### config.mk
export PLATFORM = sky130hd
export DESIGN_NAME = gis_ctrl
export DESIGN_NICKNAME = d
export VERILOG_FILES = /design/src/rtl/core/gis_pkg.sv /design/src/rtl/core/gis_ctrl.sv
export SDC_FILE = /design/constraint.sdc
export NUM_CORES = 1
export LEC_CHECK = 0
export BUFFER_PORTS_ARGS = -buffer_cell sky130_fd_sc_hd__buf_4
export CORE_AREA = 2 2 39 41
export DETAILED_ROUTE_END_ITERATION = 8
export DIE_AREA = 0 0 41 43
export SLEW_MARGIN = 20
export SYNTH_ARGS = -nofsm -noshare
export SYNTH_HDL_FRONTEND = slang
export SYNTH_SLANG_ARGS = --single-unit
### constraint.sdc
create_clock -name clk -period 1.1 [get_ports clk]
set_clock_uncertainty 0.1 [all_clocks]
set_input_delay 0.11 -clock clk [delete_from_list [all_inputs] [get_ports clk]]
set_output_delay 0.11 -clock clk [all_outputs]
set_load 0.03 [all_outputs]
### src/rtl/core/gis_pkg.sv
// Shared types and constants for the segment locator.
// Holds the payload structs, action and status codes, controller states and
// the command and status bundles between controller and datapath.
package gis_pkg;

  localparam int VALUE_W = 42;
  localparam int SEG_W   = 11;
  localparam int OFF_W   = 32;

  typedef enum logic [1:0] {
    ACT_CLEAR  = 2'd0,
    ACT_APPEND = 2'd1,
    ACT_QUERY  = 2'd2,
    ACT_NONE   = 2'd3
  } action_t;

  typedef enum logic [1:0] {
    ST_OK    = 2'd0,
    ST_FULL  = 2'd1,
    ST_RANGE = 2'd2,
    ST_EMPTY = 2'd3
  } status_t;

  typedef struct packed {
    logic [1:0]         action;
    logic [VALUE_W-1:0] value;
  } in_item_t;

  typedef struct packed {
    logic [1:0]       status;
    logic [SEG_W-1:0] segment_number;
    logic [OFF_W-1:0] offset_in_segment;
  } out_item_t;

  typedef enum logic [2:0] {
    S_IDLE,
    S_DECODE,
    S_SEARCH,
    S_BEFORE,
    S_RESULT
  } ctl_state_t;

  // Commands from the controller to the datapath.
  typedef struct packed {
    logic load;
    logic decode;
    logic start;
    logic step;
    logic finish;
    logic emit;
  } cmd_t;

  // Status from the datapath back to the controller.
  typedef struct packed {
    logic search_go;
    logic more;
    logic out_free;
  } stat_t;

endpackage

### src/rtl/core/gis_ctrl.sv
// Controller state machine of the segment locator.
// Depends on gis_pkg for the state type and the command and status bundles.
module gis_ctrl (
  input  logic          clk,
  input  logic          rst,
  input  logic          item_valid,
  output logic          item_ready,
  input  gis_pkg::stat_t stat,
  output gis_pkg::cmd_t  cmd
);
  import gis_pkg::*;

  ctl_state_t state, state_next;

  always_ff @(posedge clk) begin
    if (rst) begin
      state <= S_IDLE;
    end else begin
      state <= state_next;
    end
  end

  always_comb begin
    state_next = state;
    unique case (state)
      S_IDLE: begin
        if (item_valid) state_next = S_DECODE;
      end
      S_DECODE: begin
        state_next = stat.search_go ? S_SEARCH : S_RESULT;
      end
      S_SEARCH: begin
        if (!stat.more) state_next = S_BEFORE;
      end
      S_BEFORE: begin
        state_next = S_RESULT;
      end
      S_RESULT: begin
        if (stat.out_free) state_next = S_IDLE;
      end
      default: state_next = S_IDLE;
    endcase
  end

  always_comb begin
    cmd        = '0;
    item_ready = 1'b0;
    unique case (state)
      S_IDLE: begin
        item_ready = 1'b1;
        cmd.load   = item_valid;
      end
      S_DECODE: begin
        cmd.decode = 1'b1;
        cmd.start  = stat.search_go;
      end
      S_SEARCH: begin
        cmd.step = 1'b1;
      end
      S_BEFORE: begin
        cmd.finish = 1'b1;
      end
      S_RESULT: begin
        cmd.emit = stat.out_free;
      end
      default: cmd = '0;
    endcase
  end

endmodule

==> impl_metrics.toml <==
[layout]
area_delta_synth_final_pct = 138
antenna_cells = 0
largest_reg_flops = 3
regMostFlops = "state"
num-fill-cells = 152
top_regs = "state (3)"
drive_above_1_share_pct = 77.1
finalNetCount = 55

[power_and_ir_drop]
power_frac_seq_pct = 24.1
pwr_density_cell_nw_per_um2 = 1220
power.internal_uw = 403
ir_worst_vdd_uv = 411
p_sw_share_pct = 32.6
p_clk_share_pct = 31.9
p_leak_uw = 0.000240
p_switching_uw = 195
combPwrFrac_pct = 44.0

[placement]
numPortBuffers = 12
gp_congestion = 0.661
dp_hpwl_um = 416

[worst_setup_path]
rr_startpoint = "state[1]$_SDFFE_PP0P_"
end_kind = "output port"
regToRegSetupSlack_ns = -0.05
r2r_end = "state[2]$_SDFFE_PP0P_"
crit_type = "register to output port"
cp-start-kind = "register"
worstPathArrival_ns = 1.11
crit_required_ns = 0.89
r2r_cells = 4
worstSetupStartpoint = "state[2]$_SDFFE_PP0P_"
cp_max_fo = 5

[logic_synthesis]
ys.flop_type = "dfxtp_1"
ys_ff_latch = 3
synth_cell_types = 17
syn_inst = 24
synth_warnings = 0
synth_area_um2 = 205
ys_seq_area_share_pct = 29.3
avgSynthCellArea_um2 = 8.55
synth_area_leaders = "dfxtp_1 29%, and2_1 9.1%, a221oi_2 7.3%"
synth.top_cells.by_count = "3 x and2_1, 3 x dfxtp_1, 2 x nand2_1, 2 x nor2_1, 2 x nor3_1"
syn-num-nets = 30
synth_top_area_share_pct = 29.3
synth_edf_count = 0
yosys.area.top_type = "dfxtp_1"
ys_async_sr_fraction_pct = 0

[sta]
finalCriticalPeriod_ns = 1.32
post-route-period-util_pct = 120
hold_violations = 0
rsz0062_at_grt = "yes"
fin_tns_setup_ns = -1.40
slew_headroom_pct = 86.6
slew_violations = 0
max_freq_mhz = 756
finalSetupViolations = 9
tightest_slew_ns = 0.199
layout_setup_ws_ns = -0.223
hold_ws_ns = 0.0891

[clock_network]
clock-sinks = 3
cts_htree_levels = 1
cts_tree = "yes"
cts_max_path_buffers = 2
cts_root_buf = "clkbuf_4"
clkTransAtPathRegs_ns = 0.03
cts_made_buffers = 3
clk_latency_ns = 0.23

[status]
status = "complete, but fails checks"
violations = "negative setup slack"

[floorplan]
die_height_um = 43
initial_core_util_pct = 14.8
die_w_um = 41
core_area_um2 = 1380
fp-row-count = 14
dieArea_um2 = 1760
io-pin-count = 13

[detailed_routing]
vias_per_cell = 4.03
vias = 258
wire_per_inst_um = 8.86
drt-total-wl_um = 567
antenna_left = 0
drc = 0
drtIter0Drc = 3
first_pass_iters = 4

[global_routing]
overflow = 0
antenna_found_initial = 0
grt_pass1_vias = 249
grt_usage_pct = 8.73
grt_max_degree = 8
grt_pass1_wl_um = 972

[min_path]
hold_path_end = "state[2]$_SDFFE_PP0P_"
worstHoldPathType = "input port to register"
hold_depth = 4
hp-start = "stat[0]"

[job]
drv_cap = 0
cell usage in the layout, fill, tap and decap left out, drive strengths merged, types with 2 or more instances in the layout:
| cell type | count |
|---|---|
| buf | 20 |
| clkbuf | 4 |
| and2 | 4 |
| dfxtp | 3 |
| nor2 | 2 |
| nor3 | 2 |
| nand2 | 2 |
cell type report:
class	instances	area, um^2	area share, %
Timing Repair Buffer	21	190	38.9
Clock buffer	4	26.3	5.37
Multi-Input combinational cell	20	181	37.1
Tap cell	16	20.0	4.09
Sequential cell	3	71.3	14.6
worst max-delay path by stage:
stage	depth (start not counted)	to	slack [ns]
after floorplan	4	state[1]$_SDFFE_PP0P_	-0.23
after global placement	3	cmd[1]	-0.08
after detailed placement	3	state[2]$_SDFFE_PP0P_	-0.13
after CTS	4	cmd[5]	-0.23
after global routing	3	cmd[3]	-0.26
final	4	cmd[5]	-0.22
power groups by stage:
stage	sequential, uW	clock (uW)	combinational, uW
2_1_floorplan	142	0	128
3_3_place_gp	150	0	207
3_5_place_dp	150	0	208
4_1_cts	143	203	258
5_1_grt	148	218	279
6_report	144	191	263
routing by layer:
metal  track usage, %  part of all wire (%)
met2             12.5                    62
met3             3.66                   4.4
met5                0                     0
met4             10.0                     0
met1             8.04                    34
stage by stage:
step | setup slack [ns] | instance area (um^2) | total power, uW | utilization, % | cells
after CTS | -0.231 | 475 | 604 | 34.4 | 63
after global routing | -0.264 | 489 | 644 | 35.4 | 64
after detailed placement | -0.132 | 370 | 358 | 26.8 | 56
after global placement | -0.0756 | 370 | 357 | 26.8 | 56
final | -0.223 | 489 | 598 | 35.4 | 64
after floorplan | -0.235 | 234 | 271 | - | 24
kinds of logic after synthesis:
| logic type | after synthesis | synth area share, % |
|---|---|---|
| flip-flops | 3 | 29.3 |
| buffers and inverters | 1 | 3.66 |
| AO/OA/AOI/OAI | 4 | 18.9 |
| AND/OR/NAND/NOR | 16 | 48.2 |
repair_timing:
item                                   in CTS  in global routing
gates resized for setup                    17                  3
pin swaps                                   3                  1
setup buffers                               2                  1
endpoints found under the hold margin       2                  0
hold buffers                                1                  0
setup endpoints to repair                  10                  9
critical path: stages (launching register included):
cell     delay [ns]
dfxtp_4        0.36
buf_6          0.13
nor3_4         0.11
and2_1         0.16
buf_6          0.13
Power figures use the tool's default switching activity.
